**src/rtl/core/nps_pkg.sv**
```systemverilog
// nps_pkg: shared types and constants for the nearest point search block
// no dependencies; used by nearest_point_search, nps_ctrl, nps_dist and nps_best

package nps_pkg;

    localparam int MAX_POINTS_DEF = 1024;
    localparam int COORD_BITS_DEF = 24;

    localparam int INDEX_BITS     = 10;
    localparam int DIST_BITS      = 63;
    localparam int COUNT_OUT_BITS = 11;
    localparam int WEIGHT_BITS    = 16;
    localparam int CFG_INDEX_BITS = 8;
    localparam int CMD_BITS       = 2;
    localparam int FLAG_BITS      = 2;

    localparam logic [DIST_BITS-1:0]   DIST_MAX      = {DIST_BITS{1'b1}};
    localparam logic [WEIGHT_BITS-1:0] WEIGHT_RESET  = 16'd256;

    localparam logic [CFG_INDEX_BITS-1:0] CFG_X_WEIGHT = 8'd0;
    localparam logic [CFG_INDEX_BITS-1:0] CFG_Y_WEIGHT = 8'd1;

    typedef enum logic [CMD_BITS-1:0] {
        CMD_CLEAR      = 2'd0,
        CMD_ADD        = 2'd1,
        CMD_NEAREST_X  = 2'd2,
        CMD_NEAREST_2D = 2'd3
    } cmd_t;

    typedef enum logic [1:0] {
        ST_IDLE  = 2'd0,
        ST_SCAN  = 2'd1,
        ST_DRAIN = 2'd2,
        ST_DONE  = 2'd3
    } state_t;

    typedef struct packed {
        logic s_ready;
        logic rd_en;
        logic load_out;
    } scan_ctrl_t;

endpackage

```
**src/rtl/core/nps_best.sv**
```systemverilog
// nps_best: holds the best candidate seen so far during a scan
// depends on nps_pkg

module nps_best #(
    parameter int COORD_BITS = nps_pkg::COORD_BITS_DEF,
    parameter int IDX_BITS   = 10
) (
    input  logic                          aclk,
    input  logic                          aresetn,
    input  logic                          clear,
    input  logic                          in_valid,
    input  logic [IDX_BITS-1:0]           in_idx,
    input  logic [COORD_BITS-1:0]         in_x,
    input  logic [COORD_BITS-1:0]         in_y,
    input  logic [nps_pkg::DIST_BITS-1:0] in_dist,
    output logic                          found,
    output logic [IDX_BITS-1:0]           best_idx,
    output logic [COORD_BITS-1:0]         best_x,
    output logic [COORD_BITS-1:0]         best_y,
    output logic [nps_pkg::DIST_BITS-1:0] best_dist
);

    logic                          found_reg;
    logic [IDX_BITS-1:0]           idx_reg;
    logic [COORD_BITS-1:0]         x_reg, y_reg;
    logic [nps_pkg::DIST_BITS-1:0] dist_reg;
    logic                          take;

    // strict compare keeps the lowest index on ties
    assign take = in_valid && (!found_reg || in_dist < dist_reg);

    always_ff @(posedge aclk) begin
        if (!aresetn) begin
            found_reg <= 1'b0;
        end else if (clear) begin
            found_reg <= 1'b0;
        end else if (take) begin
            found_reg <= 1'b1;
        end
    end

    always_ff @(posedge aclk) begin
        if (clear) begin
            idx_reg  <= '0;
            x_reg    <= '0;
            y_reg    <= '0;
            dist_reg <= nps_pkg::DIST_MAX;
        end else if (take) begin
            idx_reg  <= in_idx;
            x_reg    <= in_x;
            y_reg    <= in_y;
            dist_reg <= in_dist;
        end
    end

    assign found     = found_reg;
    assign best_idx  = idx_reg;
    assign best_x    = x_reg;
    assign best_y    = y_reg;
    assign best_dist = dist_reg;

endmodule

```
**config.mk**
```make
export PLATFORM = sky130hd
export DESIGN_NAME = nps_best
export DESIGN_NICKNAME = d
export VERILOG_FILES = /design/src/rtl/core/nps_pkg.sv /design/src/rtl/core/nps_best.sv
export SDC_FILE = /design/constraint.sdc
export NUM_CORES = 1
export LEC_CHECK = 0
export ABC_AREA = 1
export CORE_MARGIN = 2
export CORE_UTILIZATION = 47
export DETAILED_ROUTE_END_ITERATION = 8
export DONT_BUFFER_PORTS = 1
export SYNTH_ARGS = -nofsm -noshare
export SYNTH_HDL_FRONTEND = slang
export SYNTH_SLANG_ARGS = --single-unit
```
**constraint.sdc**
```tcl
create_clock -name aclk -period 3.03 [get_ports aclk]
set_input_delay 0.1515 -clock aclk [delete_from_list [all_inputs] [get_ports aclk]]
set_output_delay 0.1515 -clock aclk [all_outputs]
set_load 0.1 [all_outputs]
```
# [Word level (Yosys, flattened, before mapping)]
# Index checks and enable logic that the tools add are counted.
[word_totals] elab_cells=11 ff_bits=122 mem_bits_rw=0 input_bits=125 memories=0 output_inout_bits=122 latch_bits=0 mem_bits_ro=0
[classes] n_reduce_logical=4 shifts=0 mux=0 eq_ne=0 bitwise_logic=1 n_lt_le_gt_ge=1 div_mod_pow=0 add_sub_neg=0 n_mul=0
[op_table] cell="less-than comparator 63 bit" count=1
[op_table] cell="OR reduction 2 bit" count=1
[op_table] cell="logical AND 1 bit" count=1
[op_table] cell="zero test 1 bit" count=1
[op_table] cell="logical OR 1 bit" count=1
[op_table] cell="inverter 1 bit" count=1

# [Depth between registers and ports, before layout]
# Gate-level depths: netlist of the first run.
[depth] ltp_word=3 mapped_depth=19 ltp_nobuf=18

# [Least setup slack after synthesis of the first run]
# OpenSTA, ideal clock, no wires.
[synth_path] path_type="flip-flop to flip-flop" from="register dist_reg (netlist bit best_dist[54])" to="register idx_reg[4], in the netlist best_idx[4]" arrival_ns=2.605 setup_ns=0.117 setup_slack_ns=0.308 synth_period_minus_slack_ns=2.722 stages_incl_launch_ff=16 path_cell_list="dfxtp_1 > inv_1 > ha_1 > nand2_1 > nor2_1 > nand4_1 > nor2_1 > nand2_1 > nor2_1 > nand2_1 > nand2_1 > nand2_2 > buf_6 > buf_6 > a21oi_2 > nor2_1"
[synth_via] elab_chain_len=3
[synth_lines] element="start: declaration" line="nps_best.sv:26" source="logic [nps_pkg::DIST_BITS-1:0] dist_reg;"
[synth_lines] element="start signal: assignment" line="nps_best.sv:47" source="dist_reg <= nps_pkg::DIST_MAX;"
[synth_lines] element="start signal: assignment" line="nps_best.sv:52" source="dist_reg <= in_dist;"
[synth_lines] element="less-than comparator 63 bit" line="nps_best.sv:30" source="assign take = in_valid && (!found_reg || in_dist < dist_reg);"
[synth_lines] element="logical OR 1 bit" line="nps_best.sv:30"
[synth_lines] element="logical AND 1 bit" line="nps_best.sv:30"
[synth_lines] element="end signal: assignment" line="nps_best.sv:49" source="idx_reg <= in_idx;"
[synth_lines] element="end: declaration" line="nps_best.sv:24" source="logic [IDX_BITS-1:0] idx_reg;"
# No other way between the ends.
# A chain may end at the register's enable or synchronous reset.

# [Worst setup path in the final report of the first run]
[layout_path] from="register dist_reg (netlist bit best_dist[26])" to="register dist_reg (netlist bit best_dist[50])"
[layout_via] elab_chain_len=3
[layout_lines] element="less-than comparator 63 bit" line="nps_best.sv:30"
[layout_lines] element="logical OR 1 bit" line="nps_best.sv:30"
[layout_lines] element="logical AND 1 bit" line="nps_best.sv:30"
# No other way between the ends.

==> results.toml, run 1 <==
[floorplanning]
io_pins = 247
die_w_um = 124
core-area_mm2 = 0.0140
fp.dieH_um = 124
die_area_mm2 = 0.0154
start_util_pct = 48.6
rows = 43

[global_route]
antenna_found_initial = 0
grt_pass1_vias = 6971
grt_pass1_wl_um = 33800
track_usage_pct = 26.6
overflow = 0
grt_max_degree = 117

[pwr]
seqPwrFrac_pct = 39.0
ir_worst_vdd_mv = 0.405
intPower_mw = 3.56
p_sw_mw = 2.20
clkPwrFrac_pct = 36.9
power_density_mw_per_mm2 = 582
p_sw_share_pct = 38.3
p_comb_share_pct = 24.1
leakage_nw = 5.20

[route]
firstDrtPassIters = 5
routed_via_density = 5.07
detail-route-antenna-nets = 0
drt_iter0_drc = 413
vias = 7012
finalWirelength_um = 21100
drc = 0
wl_per_cell_um = 15.3

[clock_tree]
clockBufferDepth = 2
numCtsBuffers = 17
cts.sinks = 122
cts_tree = "built"
cts-htree-levels = 4
clk-insertion-delay-late_ns = 0.42
path_clk_slew_ns = 0.06
cts_root_buffer = "clkbuf_16"

[cells_and_area]
fin_area_mm2 = 0.00990
largest_reg_flops = 63
drive_gt1_share_pct = 13.5
antennaDiodeCount = 0
syn_to_final_growth_pct = 45.7
final_nets = 1376

[setup_path]
worstPathArrival_ns = 3.20
cp_max_fo = 18
rr_worst_depth = 17
critical_path_class = "reg -> reg"
startpoint = "best_dist[26]"
critPathCapture = "best_dist[50]"
worst-r2r-setup-slack_ns = 0.18
critPathCaptureType = "flop"
critPathRequiredTime_ns = 3.38
r2r-start = "best_dist[26]"
critPathLaunchType = "flop"
crit_slowest_cell = "dlygate4sd3_1"
cpMostUsedCell = "nand2_1"
regToRegEndpoint = "best_dist[50]"
crit_chain = "inv_1 -> ha_1 -> nand2_1 -> nor2_1 -> nand2_1 -> inv_1 -> nand2_1 -> nand3_1 -> nor2_1 -> nand2_1 -> nand2_1 -> nand2_4 -> nand2_8 -> buf_4 -> nand3_1 -> dlygate4sd3_1 -> nand3_1"
cpPeakStageDelay_ns = 0.58

[synth]
yosysWarningCount = 0
syn_inst = 963
async_flop_share_pct = 0
yosys.area.top_type = "dfxtp_1"
ys_ff_latch = 122
synth_edf_count = 0
synth_area_mm2 = 0.00679
ys_seq_area_share_pct = 36.0
synth_most_common_cell = "nand2_1"
ys_types = 17
yosysTopAreaCellShare_pct = 36.0
avgSynthCellArea_um2 = 7.05
ys.flop_type = "dfxtp_1"
synthTopCellsByArea = "dfxtp_1 36%, nand3_1 14%, nand2_1 12%, ha_1 11%, inv_1 8.3%"
ys_top_cells_by_count = "211 x nand2_1, 191 x nand3_1, 150 x inv_1, 122 x dfxtp_1, 78 x nor2_1"
synth_nets = 1150

[timing]
hold_viol = 0
fin_skew_ns = 0.0134
max_freq_ghz = 0.351
post-route-min-period_ns = 2.85
slew_headroom_pct = 28.2
period_share_pct = 93.9
holdWs_ns = 0.0496
tightestPinTransition_ns = 1.08
maxSlewViolCount = 0
setup_viol = 0
rsz0062_at_grt = "true"

[placed_design]
post_dp_cell_area_mm2 = 0.00730
globalplace.congestion = 0.806
io_buffers = 0
hpwl_um = 11600

[hold_path]
hold_path.class = "in -> reg"
hold_depth = 2

[run_status]
status = "finished, final reports clean"

[job]
cap_viol_max_count = 0
-- cell usage in the layout (no fill, tap or decap) --
| cell type | synthesis | routed |
|---|---|---|
| dfxtp_1 | 122 | 122 |
| buf_6 | 12 | 1 |
| nand2_1 | 211 | 210 |
| a21oi_2 | 47 | 47 |
| buf_4 | 0 | 70 |
| clkinv_4 | 0 | 2 |
| nand2_2 | 2 | 1 |
| a21o_1 | 2 | 2 |
| dlygate4sd3_1 | 0 | 186 |
| a21oi_1 | 31 | 31 |
| clkbuf_16 | 0 | 18 |
| nand4_1 | 5 | 5 |
| nand2_8 | 0 | 1 |
| bufinv_16 | 0 | 3 |
| clkinv_2 | 0 | 1 |
| nor3_1 | 1 | 1 |
| clkbuf_8 | 0 | 2 |
| nor2_1 | 78 | 78 |
| clkinvlp_4 | 0 | 5 |
| nand2_4 | 0 | 3 |
| inv_6 | 0 | 2 |
| inv_1 | 150 | 149 |
| buf_16 | 0 | 2 |
| inv_4 | 0 | 1 |
| o21ai_0 | 3 | 3 |
| buf_12 | 0 | 3 |
| nand3_1 | 191 | 191 |
| ha_1 | 62 | 62 |
-- worst min-delay path by stage --
stage	from	to
6_report	clear	best_dist[24]
5_1_grt	clear	best_dist[21]
4_1_cts	clear	best_dist[21]
3_5_place_dp	clear	found
3_3_place_gp	clear	found
2_1_floorplan	clear	found
-- power groups by stage --
stage | registers (mW) | logic (mW) | clock network, mW
finish | 2.25 | 1.39 | 2.12
global route | 2.26 | 1.50 | 2.23
CTS | 2.25 | 1.36 | 2.16
detailed placement | 2.28 | 1.12 | 0
global placement | 2.28 | 1.11 | 0
floorplan | 2.74 | 0.479 | 0
-- logic make-up after synthesis --
kind of cell	share of synthesized area (%)
buffers and inverters	13.1
DFF	36.0
AOI/OAI and AO/OA	8.79
adders and majority gates	11.4
and+or+nand+nor	30.8
-- through the flow --
stage               utilization [%]  total power [mW]  TNS, ns  cells  setup WS (ns)
CTS                            70.1              5.77        0   1376         0.0823
floorplan                         -              3.22        0    963          0.308
global route                   70.8              6.00  -0.0108   1382        -0.0108
global placement               52.2              3.39        0   1157          0.629
finish                         70.8              5.76        0   1382          0.183
detailed placement             52.2              3.40        0   1157          0.583
-- critical path, delay by kind of cell, from the launching register on --
kind / cells / cell delay (ns)
fa+ha+maj: 1 / 0.29
buf+inv: 4 / 0.96
flops: 1 / 0.33
simple gates: 12 / 1.20
-- cell type report --
class	instances	area [um2]
fillers	1108	4090
multi-input cells	635	3510
repair buffers	263	2540
flip-flops and latches	122	2440
inverters	150	566
clock buffers	19	453
well taps	180	225
clock inverters	13	168
-- per-layer routing --
metal	vias to the layer above	GRT usage [%]	share of wire, %
met4	0	12.5	3.3
met2	274	45.2	48
met1	3155	30.5	41
met3	54	7.96	7.3
li1	3529	-	-
met5	-	0	0
-- timing repair --
| item | in CTS | in global routing |
|---|---|---|
| setup buffers | 0 | 3 |
| gates resized for setup | 0 | 4 |
| hold buffers | 187 | 0 |
| setup endpoints to repair | 0 | 44 |
| endpoints found under the hold margin | 122 | 0 |
Power figures use the tool's default switching activity.
==> inputs of run 2 (changes only) <==
--- a/config.mk
+++ b/config.mk
@@ -7,9 +7,10 @@
 export LEC_CHECK = 0
 export ABC_AREA = 1
 export CORE_MARGIN = 2
-export CORE_UTILIZATION = 47
+export CORE_UTILIZATION = 65
 export DETAILED_ROUTE_END_ITERATION = 8
 export DONT_BUFFER_PORTS = 1
+export PLACE_DENSITY = 0.81
 export SYNTH_ARGS = -nofsm -noshare
 export SYNTH_HDL_FRONTEND = slang
 export SYNTH_SLANG_ARGS = --single-unit
==> run 2 against run 1 <==
Net effect: clock-buffer cell count down 2; worst hold slack worse by 0.25 ns; combinational power up 6%; critical path type unchanged; the flow now finishes with violations (design-rule violations, negative hold slack, negative setup slack); final area down 6.9%; die area down 27%; clock skew up 0.0014 ns; global-route usage up 20 points; power up 2.3%; sequential cell count unchanged; non-clock buffer count down 71; via count up 18%.
==> results.toml, run 2 (synthesis gave the netlist of run 1 again) <==
[global_route]
antenna_found_initial = 0
grt_max_degree = 182
grt_pass1_vias = 8049
track_usage_pct = 47.0
grt_pass1_wl_um = 41000
overflow = 0

[timing]
period_share_pct = 107
hold_viol = 90
fin_skew_ns = 0.0148
slew_headroom_pct = 25.9
post-route-min-period_ns = 3.25
max_freq_ghz = 0.308
maxSlewViolCount = 0
setup_viol = 42
setup_ws_ns = -0.219
holdWs_ns = -0.199
tightestPinTransition_ns = 1.11
rsz0062_at_grt = "true"
final.setup.tns_ns = -5.44

[clock_tree]
postCtsHoldBufs = 117
cts_root_buffer = "clkbuf_8"
path_clk_slew_ns = 0.06
cts-htree-levels = 4
numCtsBuffers = 17
cts.sinks = 122
clockBufferDepth = 2
cts_tree = "built"
clk-insertion-delay-late_ns = 0.54

[hold_path]
hold_depth = 2
holdPathEnd = "best_y[8]"
hold_path.class = "in -> reg"
hold_start = "in_valid"

[cells_and_area]
largest_reg_flops = 63
syn_to_final_growth_pct = 35.7
final_cell_mix = "210 x nand2_1, 183 x nand3_1, 148 x inv_1"
fin_util_pct = 90.1
multi_input_area_mm2 = 0.00364
layout_commonest_cell = "nand2_1"
drive_gt1_share_pct = 16.2
final_nets = 1307
final_cells = 1268
antennaDiodeCount = 0
num-fill-cells = 440
regArea_mm2 = 0.00244

[route]
vias = 8260
finalWirelength_um = 29700
detail-route-antenna-nets = 0
drt_iter0_drc = 1395
wl_per_cell_um = 23.4
drc = 8
routed_via_density = 6.51
firstDrtPassIters = 9

[setup_path]
cpPeakStageDelay_ns = 0.59
critPathRequiredTime_ns = 3.43
r2r-start = "best_dist[61]"
worst-r2r-setup-slack_ns = -0.22
regToRegEndpoint = "best_dist[33]"
cp_max_fo = 16
critical_path_class = "reg -> reg"
crit_slowest_cell = "dlygate4sd3_1"
critPathCaptureType = "flop"
critPathLaunchType = "flop"
cpMostUsedCell = "nand2_1"
crit_chain = "inv_1 -> ha_1 -> nand2_1 -> inv_1 -> nand4_1 -> nor2_2 -> nand2_1 -> nor2_1 -> nand2_1 -> nand2_4 -> buf_12 -> nand2_8 -> nand3_1 -> dlygate4sd3_1 -> nand3_1"
worstPathArrival_ns = 3.65
rr_worst_depth = 15

[pwr]
power_density_mw_per_mm2 = 639
leakage_nw = 4.91
ir_worst_vdd_mv = 0.363

[floorplanning]
io_pins = 247
start_util_pct = 66.4
die_w_um = 106
fp.dieH_um = 106
core-area_mm2 = 0.0102
rows = 37
die_area_mm2 = 0.0113

[placed_design]
hpwl_um = 11200
globalplace.congestion = 0.842
placedCellCount = 1113
place_ws_ns = 0.401
io_buffers = 0

[job]
cap_viol_max_count = 0

[run_status]
violations = "design-rule violations, negative hold slack, negative setup slack"
status = "complete, but fails checks"
[run 2: changes by cell type in the layout (fill, tap and decap cells not counted), sizes merged, moves of 2 or more]
| cell | before | now |
|---|---|---|
| inv | 152 | 150 |
| nand2 | 215 | 217 |
| dlygate4sd3 | 186 | 115 |
| clkinv | 3 | 6 |
| clkbuf | 20 | 17 |
[run 2: through the flow]
step | total power [mW] | instance area (um2) | hold slack [ns]
finish | 5.90 | 9220 | -0.199
floorplan | 3.22 | 6790 | 0.224
CTS | 5.63 | 9010 | -0.226
global route | 6.04 | 9220 | -0.236
detailed placement | 3.39 | 7230 | 0.227
global placement | 3.37 | 7230 | 0.225
[run 2: worst max path at each step]
stage | start | end | slack [ns]
2_1_floorplan | best_dist[54] | best_idx[4] | 0.31
3_3_place_gp | best_dist[54] | best_dist[41] | 0.48
3_5_place_dp | best_dist[54] | best_dist[42] | 0.40
4_1_cts | best_dist[54] | best_dist[3] | 0.15
5_1_grt | best_dist[61] | best_dist[4] | -0.26
6_report | best_dist[61] | best_dist[33] | -0.22
[run 2: timing repair]
action / in CTS / in global routing
endpoints found under the setup margin: 0 / 121
hold endpoints to repair: 122 / 90
buffers inserted: 0 / 5
gates resized for setup: 0 / 28
[run 2: metal layers]
metal  wire [um]  vias to the layer above  GRT usage [%]
met4        3320                        4           36.4
met3        4360                      349           22.4
li1            -                     3379              -
met5          69                        -              0
met1        9200                     3635           47.4
met2       12700                      893           74.5
[run 2: worst max-delay path: cells and delay by family, from the launching register on]
family        cells  cell delay [ns]
simple gates     10             1.50
buf+inv           4             0.91
flops             1             0.38
fa+ha+maj         1             0.32
[run 2: layout make-up]
class	count	share of cell area [%]
Sequential cell	122	26.5
Multi-Input combinational cell	637	39.5
Inverter	150	6.12
Timing Repair Buffer	192	19.3
Clock inverter	14	2.16
Clock buffer	17	4.49
Tap cell	136	1.85
[run 2: power breakdown]
group	leakage [nW]	switching, mW	internal (mW)	total, mW
logic	3.61	1.02	0.457	1.48
clock network	0.286	0.813	1.34	2.15
registers	1.02	0.539	1.73	2.27
total	4.91	2.37	3.52	5.90
