$ cat src/rtl/core/nps_pkg.sv
// nps_pkg: shared types and constants for the nearest point search block
// no dependencies; used by nearest_point_search, nps_ctrl, nps_dist and nps_best

package nps_pkg;

    localparam int MAX_POINTS_DEF = 1024;
    localparam int COORD_BITS_DEF = 24;

    localparam int INDEX_BITS     = 10;
    localparam int DIST_BITS      = 63;
    localparam int COUNT_OUT_BITS = 11;
    localparam int WEIGHT_BITS    = 16;
    localparam int CFG_INDEX_BITS = 8;
    localparam int CMD_BITS       = 2;
    localparam int FLAG_BITS      = 2;

    localparam logic [DIST_BITS-1:0]   DIST_MAX      = {DIST_BITS{1'b1}};
    localparam logic [WEIGHT_BITS-1:0] WEIGHT_RESET  = 16'd256;

    localparam logic [CFG_INDEX_BITS-1:0] CFG_X_WEIGHT = 8'd0;
    localparam logic [CFG_INDEX_BITS-1:0] CFG_Y_WEIGHT = 8'd1;

    typedef enum logic [CMD_BITS-1:0] {
        CMD_CLEAR      = 2'd0,
        CMD_ADD        = 2'd1,
        CMD_NEAREST_X  = 2'd2,
        CMD_NEAREST_2D = 2'd3
    } cmd_t;

    typedef enum logic [1:0] {
        ST_IDLE  = 2'd0,
        ST_SCAN  = 2'd1,
        ST_DRAIN = 2'd2,
        ST_DONE  = 2'd3
    } state_t;

    typedef struct packed {
        logic s_ready;
        logic rd_en;
        logic load_out;
    } scan_ctrl_t;

endpackage

$ cat src/rtl/core/nps_ctrl.sv
// nps_ctrl: command sequencer and scan address counter
// depends on nps_pkg

module nps_ctrl #(
    parameter int MAX_POINTS = nps_pkg::MAX_POINTS_DEF
) (
    input  logic                              aclk,
    input  logic                              aresetn,
    input  logic                              s_fire,
    input  nps_pkg::cmd_t                     cmd,
    input  logic [$clog2(MAX_POINTS+1)-1:0]   count,
    input  logic                              busy,
    input  logic                              out_free,
    output nps_pkg::scan_ctrl_t               ctrl,
    output logic [$clog2(MAX_POINTS)-1:0]     rd_addr
);

    localparam int IDX_BITS   = $clog2(MAX_POINTS);
    localparam int COUNT_BITS = $clog2(MAX_POINTS + 1);

    nps_pkg::state_t         state_reg, state_next;
    logic [COUNT_BITS-1:0]   addr_reg;
    logic                    scan_end;
    logic                    is_query;

    assign scan_end = (addr_reg == count);
    assign is_query = (cmd == nps_pkg::CMD_NEAREST_X) || (cmd == nps_pkg::CMD_NEAREST_2D);

    always_comb begin
        state_next = state_reg;
        case (state_reg)
            nps_pkg::ST_IDLE: begin
                if (s_fire) begin
                    state_next = is_query ? nps_pkg::ST_SCAN : nps_pkg::ST_DONE;
                end
            end
            nps_pkg::ST_SCAN: begin
                if (scan_end) begin
                    state_next = nps_pkg::ST_DRAIN;
                end
            end
            nps_pkg::ST_DRAIN: begin
                if (!busy) begin
                    state_next = nps_pkg::ST_DONE;
                end
            end
            nps_pkg::ST_DONE: begin
                if (out_free) begin
                    state_next = nps_pkg::ST_IDLE;
                end
            end
            default: begin
                state_next = nps_pkg::ST_IDLE;
            end
        endcase
    end

    always_comb begin
        ctrl = '0;
        case (state_reg)
            nps_pkg::ST_IDLE:  ctrl.s_ready  = 1'b1;
            nps_pkg::ST_SCAN:  ctrl.rd_en    = !scan_end;
            nps_pkg::ST_DRAIN: ctrl          = '0;
            nps_pkg::ST_DONE:  ctrl.load_out = out_free;
            default:           ctrl          = '0;
        endcase
    end

    always_ff @(posedge aclk) begin
        if (!aresetn) begin
            state_reg <= nps_pkg::ST_IDLE;
            addr_reg  <= '0;
        end else begin
            state_reg <= state_next;
            if (s_fire) begin
                addr_reg <= '0;
            end else if (ctrl.rd_en) begin
                addr_reg <= addr_reg + 1'b1;
            end
        end
    end

    assign rd_addr = addr_reg[IDX_BITS-1:0];

endmodule

$ cat config.mk
export PLATFORM = sky130hd
export DESIGN_NAME = nps_ctrl
export DESIGN_NICKNAME = d
export VERILOG_FILES = /design/src/rtl/core/nps_pkg.sv /design/src/rtl/core/nps_ctrl.sv
export SDC_FILE = /design/constraint.sdc
export NUM_CORES = 1
export LEC_CHECK = 0
export ABC_AREA = 1
export BUFFER_PORTS_ARGS = -buffer_cell sky130_fd_sc_hd__buf_2
export CORE_UTILIZATION = 40
export CTS_CLUSTER_DIAMETER = 200
export DETAILED_ROUTE_END_ITERATION = 8
export MAX_ROUTING_LAYER = met4
export SYNTH_ARGS = -nofsm -noshare
export SYNTH_HDL_FRONTEND = slang
export SYNTH_SLANG_ARGS = --single-unit
export TNS_END_PERCENT = 20
$ cat constraint.sdc
create_clock -name aclk -period 4.4 [get_ports aclk]
set_input_delay 0.44 -clock aclk [delete_from_list [all_inputs] [get_ports aclk]]
set_output_delay 0.44 -clock aclk [all_outputs]
set_load 0.02 [all_outputs]
Word level (Yosys, flattened, before mapping)
Cells that the tools add are included.

storage, ports and cells
  flip-flop bits (word level) = 13
  input port bits = 18
  output and inout port bits = 13
  word-level logic and storage cells = 28

operators by class
  $add $sub $neg = 1
  equal/unequal tests = 10
  muxes and demuxes = 9
  bitwise gates (word level) = 1
  reductions and logical operators = 5

operators by type and width
  cell                                           number
  adder 11 x 1 -> 11 bit, second input constant  1
  == test 11 bit                                 1
  two-way mux 2 bit                              5
  == test 2 bit, second input constant           4
  inequality test 2 bit, second input constant   4
  one-hot mux 2 bit (4 select lines)             1
  AND reduction 4 bit                            1
  two-way mux 1 bit                              3
  == test 2 x 1 -> 1 bit, second input constant  1
  zero test 2 bit                                1
  OR reduction 2 bit                             1
  zero test 1 bit                                1
  logical OR 1 bit                               1
  inverter 1 bit                                 1

Longest topological paths before layout
Gate-level depths: netlist (run 1).

  word-level depth = 5
  mapped depth = 10
  mapped depth without buffers = 10

Worst setup path before layout (run 1)
Ideal clock, no wire load.

  kind = input -> output
  start = input count[0]
  end = output ctrl[1] (netlist name)
  arrival = 1094 ps
  required time = 3960 ps
  path slack = 2866 ps
  stages = 8
  path buffers = 0
  cell sequence = inv_1 > nand2_1 > nand2_1 > nand2_1 > nor2_1 > nand3_4 > nand2_4 > inv_2

RTL lines
  what                RTL line        text
  start: declaration  nps_ctrl.sv:11  input logic [$clog2(MAX_POINTS+1)-1:0] count,
  end: declaration    nps_ctrl.sv:14  output nps_pkg::scan_ctrl_t ctrl,

==> results of run 1 <==
power groups by stage:
stage               registers, W  logic [W]  clock network (W)
finish                  0.000142   0.000164          0.0000759
CTS                     0.000142   0.000166          0.0000792
global placement        0.000144   0.000160                  0
floorplan               0.000141   0.000140                  0
detailed placement      0.000145   0.000165                  0
global route            0.000143   0.000189          0.0000860
placed cells by master (no fill, tap or decap):
cell and instances:
xnor2_1 3, xnor2_2 1, nor2_2 1, buf_2 29
clkinv_1 1, dfxtp_1 13, clkbuf_4 3, nand2_1 46
nand4_1 2, nand3_4 1, xor2_1 8, a221oi_1 1
nand3_1 16, nand2_4 1, ha_1 6, nor2_4 1
clkbuf_1 1, nor2_1 14, inv_2 2, o21ai_0 3
inv_1 22, nor3_1 4, a21oi_1 11
logic make-up after synthesis:
logic type,count (synthesis)
flops,13
fa+ha+maj,6
simple gates,86
xor+xnor,12
buf+inv,39
compound gates,15
per-layer routing:
metal,up-vias,track usage,wire length (um)
li1,560,-,-
met1,482,0.184,995
met2,29,0.333,1190
met3,2,0.0492,128
met4,0,0.0292,15
met5,-,-,0
cell type report:
cell class                 count  area [um2]  share of cell area
sequential                    13         260               0.214
inverter                      25        93.8              0.0773
clock buffer                   4        26.3              0.0216
timing repair buffer          29         145               0.120
tap                           30        37.5              0.0309
multi-input combinational    119         651               0.536
stage by stage:
stage	std cells	utilization	cell area, um2	worst slack [ns]
global placement	216	0.462	1190	2.44
global route	220	0.473	1210	2.03
CTS	220	0.473	1210	2.16
detailed placement	216	0.462	1190	2.44
floorplan	171	-	1120	2.87
finish	220	0.473	1210	2.19
tightest hold or removal path: stages:
cell and delay (ns):
buf_2 0.11, nand2_1 0.06, nor2_1 0.03
final timing paths:
check                            startpoint                   endpoint  slack (ns)  depth (start not counted)
hold / removal                      aresetn  state_reg[0]$_SDFFE_PN0P_        0.40                          3
setup / recovery   addr_reg[5]$_SDFFE_PP0P_                    ctrl[1]        2.19                          7
hold reg to reg   addr_reg[10]$_SDFFE_PP0P_  addr_reg[10]$_SDFFE_PP0P_        0.53                          2
setup reg to reg   addr_reg[0]$_SDFFE_PP0P_   addr_reg[8]$_SDFFE_PP0P_        2.74                          6
==> results.ini, run 1 <==
[yosys]
synth_xor_area_frac = 0.100
synth_nets = 195
synthSimpleGateAreaFrac = 0.342
synth-edff-count = 0
synth_top_family_by_area = simple AND/OR/NAND/NOR gates
synth_top_area_frac = 0.232
synth_common_cells = nand2_1 (46), inv_1 (22), nand3_1 (16)
synth_mux_area_frac = 0
yosys.area.top_type = dfxtp_1
synth.distinct_cells = 24
synth_fa_ha_area_frac = 0.0669
synth_compound_area_frac = 0.0702
ys_seq_area_frac = 0.232
synth_most_common_cell = nand2_1
syn_area_um2 = 1120
avgSynthCellArea_um2 = 6.56
synth_ff_type = dfxtp_1
ys_ff_latch = 13
synth_async_sr_flop_share = 0
netlist_instances = 171
synth_warnings = 0
synthTopCellsByArea = dfxtp_1 (23%), nand2_1 (15%), inv_1 (7.4%)

[placement]
hpwl_um = 1780
gp_congestion = 0.927
numPortBuffers = 29

[clock_network]
hold_buffers = 0
cts_tree = done
clk_latency_ns = 0.28
clock_sinks = 13
cts.clk_slew.worst_paths_ns = 0.08
clockBufferDepth = 2
cts_root_buf = clkbuf_4
cts_setup_buffers = 0
numCtsBuffers = 3
post_cts_resized = 0
htreeDepth = 1

[setup_path]
crit_chain = xnor2_2 -> nand2_1 -> nor2_4 -> nand3_4 -> nand2_4 -> inv_2 -> buf_2
path_delay_family = simple AND/OR/NAND/NOR gates
cpPeakStageDelay_ns = 0.53
slowest_stage = dfxtp_1
cp.arrival_ns = 1.77
critPathCaptureType = output port
worstSetupStartpointType = register
cp_num_buf_inv = 2
cp_max_fo = 16
required_ns = 3.96
crit_type = register to output port

[pwr]
p_comb_frac = 0.429
total_leakage_power_nw = 0.586
p_sw_w = 0.000161
vdd_drop_max_v = 0.000256
intPower_w = 0.000221
power_w = 0.000382
seq_power_share = 0.372
p_per_area_nw_per_um2 = 314
clock_power_share = 0.199
swShare = 0.421

[floorplanning]
coreArea_um2 = 2570
floorplan.initialDensity = 0.437
ios = 31
die_y_um = 55.0
dieArea_um2 = 3020
fp-row-count = 18
die_w_um = 55.0

[sta]
clock.fmax_ghz = 0.453
skew_ns = 0.00356
maxSlewHeadroom = 0.657
whs_ns = 0.403
post-route-min-period_ns = 2.21
finalSetupViolations = 0
rsz0062_at_grt = false
finalHoldViolCount = 0
worstMarginPinSlew_ns = 0.514
slew_violations = 0
fin_crit_sh = 0.502
setup_tns_ns = 0

[global_route]
grt_max_degree = 17
grt_pass1_wl_um = 3770
grt_pass1_vias = 896
grtUsageTotal = 0.177
antenna_found_initial = 0
overflow = 0

[layout]
num-fill-cells = 295
num_antenna_cells = 0
fin_nets = 215
largest_register_ffs = 11
drive_gt1_frac = 0.205
areaGrowthSynthToFinish_pct = 8.14

[job]
maxCapViolCount = 0

[detailed_routing]
dr.pass1.iters = 4
antenna_left = 0
dr.first_iter.drc_count = 17
wl_um = 2330
wl_per_cell_um = 10.6
drc = 0
vias = 1073
vias_per_cell = 4.88

[run_status]
status = complete, no violations

[worst_hold_path]
hold_class = input port to register

Note: power is estimated with default switching activity, not from simulation.
==> run 2: changes to the inputs <==
==> constraint.sdc (replaced) <==
create_clock -name aclk -period 2.1 [get_ports aclk]
set_input_delay 0.21 -clock aclk [delete_from_list [all_inputs] [get_ports aclk]]
set_output_delay 0.21 -clock aclk [all_outputs]
set_load 0.02 [all_outputs]
==> run 2 against run 1 <==
  * Flip-flop and latch count unchanged
  * First-iteration DRC count increased by 24%
  * Utilization increased by 0.63 points
  * Global-route usage increased by 0.78 points
==> results.ini, run 2 (synthesis gave the netlist of run 1 again) <==
[run_status]
status = complete, no violations  ; unchanged

[sta]
whs_ns = 0.176  ; was 0.403 ns
finalHoldViolCount = 0  ; unchanged
rsz0062_at_grt = false  ; unchanged
slew_violations = 0  ; unchanged
setup_tns_ns = 0  ; unchanged
post-route-min-period_ns = 1.94
finalSetupViolations = 0  ; unchanged
clock.fmax_ghz = 0.516
maxSlewHeadroom = 0.613  ; was 0.657
worstMarginPinSlew_ns = 0.581  ; was 0.514 ns
skew_ns = 0.00279  ; was 0.00356 ns
fin_crit_sh = 0.923

[job]
maxCapViolCount = 0  ; unchanged

[layout]
mostFrequentLayoutCell = nand2_1  ; unchanged
fin_nets = 217  ; was 215
largest_register_ffs = 11  ; unchanged
fin_area_um2 = 1230  ; was 1210 um2
num-fill-cells = 282  ; was 295
drive_gt1_frac = 0.219  ; was 0.205
num_antenna_cells = 0  ; unchanged
areaGrowthSynthToFinish_pct = 9.59  ; was 8.14%
layout_common_cells = nand2_1 (46), buf_2 (29), inv_1 (22)  ; unchanged

[setup_path]
worstSetupStartpointType = register  ; unchanged
crit_type = register to output port  ; unchanged
cp_max_fo = 16  ; unchanged
required_ns = 1.89  ; was 3.96 ns
cp.arrival_ns = 1.73  ; was 1.77 ns
critPathCaptureType = output port  ; unchanged

[global_route]
grt_pass1_wl_um = 3870  ; was 3770 um
antenna_found_initial = 0  ; unchanged
overflow = 0  ; unchanged
grt_pass1_vias = 967  ; was 896
grt_max_degree = 17  ; unchanged
grtUsageTotal = 0.185  ; was 0.177

[detailed_routing]
drc = 0  ; unchanged
dr.first_iter.drc_count = 21  ; was 17
wl_um = 2360  ; was 2330 um
vias = 1089  ; was 1073
wl_per_cell_um = 10.6  ; about the same
vias_per_cell = 4.91  ; was 4.88
antenna_left = 0  ; unchanged
dr.pass1.iters = 4  ; unchanged

[pwr]
p_per_area_nw_per_um2 = 654  ; was 314 nW/um2
total_leakage_power_nw = 0.598  ; was 0.586 nW
vdd_drop_max_v = 0.000403  ; was 0.000256 V

[placement]
dpl_cell_area_um2 = 1200  ; was 1190 um2
numPortBuffers = 29  ; unchanged
hpwl_um = 1880  ; was 1780 um
gp_congestion = 0.882  ; was 0.927

[clock_network]
clock_sinks = 13  ; unchanged
cts_setup_buffers = 0  ; unchanged
clk_latency_ns = 0.28  ; about the same
htreeDepth = 1  ; unchanged
cts.clk_slew.worst_paths_ns = 0.08  ; about the same
hold_buffers = 0  ; unchanged
cts_root_buf = clkbuf_4  ; unchanged
numCtsBuffers = 3  ; unchanged
post_cts_resized = 0  ; unchanged
cts_tree = done  ; unchanged
clockBufferDepth = 2  ; unchanged

[floorplanning]
dieArea_um2 = 3020  ; unchanged
fp-row-count = 18  ; unchanged
die_w_um = 55.0  ; unchanged
floorplan.initialDensity = 0.437  ; unchanged
die_y_um = 55.0  ; unchanged
ios = 31  ; unchanged
coreArea_um2 = 2570  ; unchanged

[worst_hold_path]
hold_class = input port to register  ; unchanged

## run 2: cell type report
class	count	area (um2)	share of cell area
multi-input combinational	119	651	0.529
timing repair buffer	31	160	0.130
inverter	25	93.8	0.0763
tap	30	37.5	0.0305
clock buffer	4	26.3	0.0214
sequential	13	262	0.213
## run 2: report_power, final
| group | switching, W | internal (W) |
|---|---|---|
| sequential | 0.0000280 | 0.000269 |
| clock | 0.0000853 | 0.0000736 |
| combinational | 0.000227 | 0.000121 |
| total | 0.000341 | 0.000464 |
## run 2: path summary, 6_finish.rpt
check / cells past startpoint / slack [ns] / to / start
max: 8 / 0.16 / ctrl[1] / addr_reg[7]$_SDFFE_PP0P_
max reg2reg: 6 / 0.49 / state_reg[1]$_SDFFE_PN0P_ / state_reg[0]$_SDFFE_PN0P_
min reg2reg: 2 / 0.52 / addr_reg[10]$_SDFFE_PP0P_ / addr_reg[10]$_SDFFE_PP0P_
min: 3 / 0.18 / state_reg[0]$_SDFFE_PN0P_ / aresetn
## run 2: stage by stage
| step | worst slack [ns] | cells | util | power, W |
|---|---|---|---|---|
| after floorplan | 0.623 | 171 | - | 0.000587 |
| after global routing | 0.0103 | 222 | 0.479 | 0.000875 |
| after global placement | 0.486 | 218 | 0.468 | 0.000637 |
| final | 0.163 | 222 | 0.479 | 0.000805 |
| after CTS | 0.127 | 222 | 0.479 | 0.000816 |
| after detailed placement | 0.442 | 218 | 0.468 | 0.000658 |
## run 2: per-layer routing
layer	global-route usage	up-vias	wire length, um
li1	-	566	-
met1	0.178	500	1030
met2	0.363	18	1230
met3	0.0246	5	63
met4	0.0750	0	40
met5	-	-	0
## run 2: critical path, stage by stage, from the launching register on
cell,delay (ns)
dfxtp_1,0.47
nand2_1,0.08
nand2_1,0.07
nand2_1,0.06
nor2_2,0.17
nand3_4,0.17
nand2_4,0.21
inv_2,0.06
buf_2,0.16
==> run 3: changes to the inputs <==
--- a/config.mk
+++ b/config.mk
@@ -5,12 +5,13 @@
 export SDC_FILE = /design/constraint.sdc
 export NUM_CORES = 1
 export LEC_CHECK = 0
-export ABC_AREA = 1
+export ABC_AREA = 0
 export BUFFER_PORTS_ARGS = -buffer_cell sky130_fd_sc_hd__buf_2
 export CORE_UTILIZATION = 40
 export CTS_CLUSTER_DIAMETER = 200
 export DETAILED_ROUTE_END_ITERATION = 8
 export MAX_ROUTING_LAYER = met4
+export PLACE_DENSITY = 0.65
 export SYNTH_ARGS = -nofsm -noshare
 export SYNTH_HDL_FRONTEND = slang
 export SYNTH_SLANG_ARGS = --single-unit
==> run 3 against run 2 <==
  * Cell count shrank 30%
  * Highest routed layer unchanged
  * Flip-flop and latch count is the same
  * Largest power group is now registers
  * Sequential share of layout area grew 3.1 points
  * Via count shrank 26%
  * Cell area shrank 13%
  * Maximum frequency shrank 0.48%
  * Combinational power shrank 29%
  * Utilization shrank 0.12 points
  * Synthesized cell count shrank 38%
==> results.ini, run 3 <==
[run_status]
status = complete, no violations  ; unchanged

[setup_path]
cp_num_buf_inv = 2  ; unchanged
r2r_cells = 5  ; was 6
reg2reg_setup_slack_ns = 0.26  ; was 0.49 ns
slowest_stage = dfxtp_1  ; unchanged
worstSetupStartpointType = register  ; unchanged
path_delay_family = flip-flops  ; was simple AND/OR/NAND/NOR gates
cp_max_fo = 8  ; was 16
cp.arrival_ns = 1.74  ; was 1.73 ns
critPathCaptureType = output port  ; unchanged
crit_chain = xnor2_1 -> nand3_2 -> o31ai_4 -> inv_1 -> buf_2  ; was nand2_1 -> nand2_1 -> nand2_1 -> nor2_2 -> nand3_4 -> nand2_4 -> inv_2 -> buf_2
path_depth = 5  ; was 8
required_ns = 1.89  ; about the same
crit_type = register to output port  ; unchanged
rr_startpoint = state_reg[1]$_SDFFE_PN0P_  ; was state_reg[0]$_SDFFE_PN0P_
cpPeakStageDelay_ns = 0.47  ; about the same
r2r-end = addr_reg[9]$_SDFFE_PP0P_  ; was state_reg[1]$_SDFFE_PN0P_

[job]
maxCapViolCount = 0  ; unchanged

[sta]
slew_violations = 0  ; unchanged
rsz0062_at_grt = false  ; unchanged
fin_crit_sh = 0.927  ; was 0.923
clock.fmax_ghz = 0.514  ; was 0.516 GHz
skew_ns = 0.0106  ; was 0.00279 ns
setup_slack_ns = 0.153  ; was 0.163 ns
post-route-min-period_ns = 1.95  ; was 1.94 ns
whs_ns = 0.206  ; was 0.176 ns
worstMarginPinSlew_ns = 0.517  ; was 0.581 ns
maxSlewHeadroom = 0.654  ; was 0.613
setup_tns_ns = 0  ; unchanged
finalHoldViolCount = 0  ; unchanged
finalSetupViolations = 0  ; unchanged

[floorplanning]
floorplan.initialDensity = 0.425  ; was 0.437
fp-row-count = 17  ; was 18
dieArea_um2 = 2570  ; was 3020 um2
coreArea_um2 = 2230  ; was 2570 um2
die_w_um = 50.7  ; was 55.0 um
die_y_um = 50.7  ; was 55.0 um
ios = 31  ; unchanged

[yosys]
synth_async_sr_flop_share = 0  ; unchanged
ys_ff_latch = 13  ; unchanged
synth-edff-count = 0  ; unchanged
synth_top_family_by_area = simple AND/OR/NAND/NOR gates  ; unchanged
synth.distinct_cells = 29  ; was 24
synth_xor_area_frac = 0.111  ; was 0.100
synthTopCellsByArea = dfxtp_1 (27%), xnor2_1 (10%), buf_4 (7.9%)  ; was dfxtp_1 (23%), nand2_1 (15%), inv_1 (7.4%)
syn_area_um2 = 950  ; was 1120 um2
synth_nets = 130  ; was 195
synth_most_common_cell = dfxtp_1  ; was nand2_1
synth_mux_area_frac = 0.0474  ; was 0
synth_fa_ha_area_frac = 0.0791  ; was 0.0669
synth_top_area_frac = 0.274  ; was 0.232
ys_seq_area_frac = 0.274  ; was 0.232
avgSynthCellArea_um2 = 8.96  ; was 6.56 um2
yosys.area.top_type = dfxtp_1  ; unchanged
synthSimpleGateAreaFrac = 0.227  ; was 0.342
synth_warnings = 0  ; unchanged
netlist_instances = 106  ; was 171
synth_ff_type = dfxtp_1  ; unchanged
synth_common_cells = dfxtp_1 (13), xnor2_1 (11), buf_4 (10)  ; was nand2_1 (46), inv_1 (22), nand3_1 (16)
synth_compound_area_frac = 0.144  ; was 0.0702

[global_route]
overflow = 0  ; unchanged
grt_pass1_wl_um = 2970  ; was 3870 um
antenna_found_initial = 0  ; unchanged
grtUsageTotal = 0.163  ; was 0.185
grt_max_degree = 16  ; was 17
grt_pass1_vias = 711  ; was 967

[pwr]
total_leakage_power_nw = 0.462  ; was 0.598 nW
p_per_area_nw_per_um2 = 653  ; was 654 nW/um2
power_w = 0.000697  ; was 0.000805 W
vdd_drop_max_v = 0.000483  ; was 0.000403 V

[layout]
num_antenna_cells = 0  ; unchanged
layout_common_cells = buf_2 (29), dfxtp_1 (13), xnor2_1 (11)  ; was nand2_1 (46), buf_2 (29), inv_1 (22)
largest_register_ffs = 11  ; unchanged
num-fill-cells = 241  ; was 282
mostFrequentLayoutCell = buf_2  ; was nand2_1
fin_cells = 155  ; was 222
fin_nets = 152  ; was 217
drive_gt1_frac = 0.323  ; was 0.219
areaGrowthSynthToFinish_pct = 12.4  ; was 9.59%

[clock_network]
numCtsBuffers = 3  ; unchanged
hold_buffers = 0  ; unchanged
clock_sinks = 13  ; unchanged
cts_root_buf = clkbuf_4  ; unchanged
cts.clk_slew.worst_paths_ns = 0.09  ; was 0.08 ns
htreeDepth = 1  ; unchanged
cts_setup_buffers = 0  ; unchanged
clk_latency_ns = 0.29  ; was 0.28 ns
clockBufferDepth = 2  ; unchanged
post_cts_resized = 0  ; unchanged
cts_tree = done  ; unchanged

[detailed_routing]
vias_per_cell = 5.22  ; was 4.91
wl_per_cell_um = 12.1  ; was 10.6 um
vias = 809  ; was 1089
antenna_left = 0  ; unchanged
dr.first_iter.drc_count = 8  ; was 21
wl_um = 1880  ; was 2360 um
drc = 0  ; unchanged
dr.pass1.iters = 4  ; unchanged

[worst_hold_path]
hold_class = input port to register  ; unchanged
hold_path_end = state_reg[1]$_SDFFE_PN0P_  ; was state_reg[0]$_SDFFE_PN0P_
min_from = aresetn  ; unchanged
min_path_cells = 3  ; unchanged

[placement]
numPortBuffers = 29  ; unchanged
dp.cells = 151  ; was 218
hpwl_um = 1410  ; was 1880 um
place_ws_ns = 0.294  ; was 0.442 ns
gp_congestion = 0.791  ; was 0.882

==> run 3: stage by stage <==
step | utilization | area [um2]
5_1_grt | 0.478 | 1070
3_5_place_dp | 0.466 | 1040
6_report | 0.478 | 1070
3_3_place_gp | 0.466 | 1040
2_1_floorplan | - | 950
4_1_cts | 0.478 | 1070
==> run 3: worst reg2reg max path, cell delays in order, from the launching register on <==
cell and delay (ns):
dfxtp_1 0.35, inv_1 0.12, ha_1 0.27, nand4_1 0.31, or4_1 0.55, a21oi_1 0.16
==> run 3: power breakdown <==
| group | total [W] | leakage, nW | internal [W] | switching [W] |
|---|---|---|---|---|
| clock network | 0.000166 | 0.0177 | 0.0000709 | 0.0000949 |
| logic | 0.000247 | 0.339 | 0.000105 | 0.000142 |
| registers | 0.000285 | 0.105 | 0.000264 | 0.0000207 |
| total | 0.000697 | 0.462 | 0.000440 | 0.000258 |
==> run 3: final cells by class <==
class                   count  area (um2)  area share
flip-flops and latches     13         260       0.244
multi-input cells          75         577       0.540
clock inverters             1        5.00     0.00469
inverters                   6        22.5      0.0211
clock buffers               3        22.5      0.0211
well taps                  28        35.0      0.0328
repair buffers             29         145       0.136
==> run 3: kinds of logic after synthesis <==
group / Yosys count
compound gates: 20
xor+xnor: 12
fa+ha+maj: 6
buf+inv: 18
flops: 13
mux: 4
simple gates: 33
==> run 3: how the worst max path moves through the flow <==
stage | start | to | slack, ns
after floorplan | addr_reg[2]$_SDFFE_PP0P_ | addr_reg[8]$_SDFFE_PP0P_ | 0.52
after global routing | addr_reg[3]$_SDFFE_PP0P_ | ctrl[1] | 0.05
final | addr_reg[3]$_SDFFE_PP0P_ | ctrl[1] | 0.15
after CTS | addr_reg[3]$_SDFFE_PP0P_ | ctrl[1] | 0.15
after global placement | addr_reg[2]$_SDFFE_PP0P_ | addr_reg[8]$_SDFFE_PP0P_ | 0.31
after detailed placement | addr_reg[2]$_SDFFE_PP0P_ | addr_reg[8]$_SDFFE_PP0P_ | 0.29
==> run 3: per-layer routing <==
| layer | wire length, um | GRT usage | vias up |
|---|---|---|---|
| li1 | - | - | 413 |
| met4 | 42 | 0.0972 | 0 |
| met3 | 66 | 0.0303 | 4 |
| met2 | 915 | 0.278 | 20 |
| met1 | 851 | 0.174 | 372 |
| met5 | 0 | - | - |
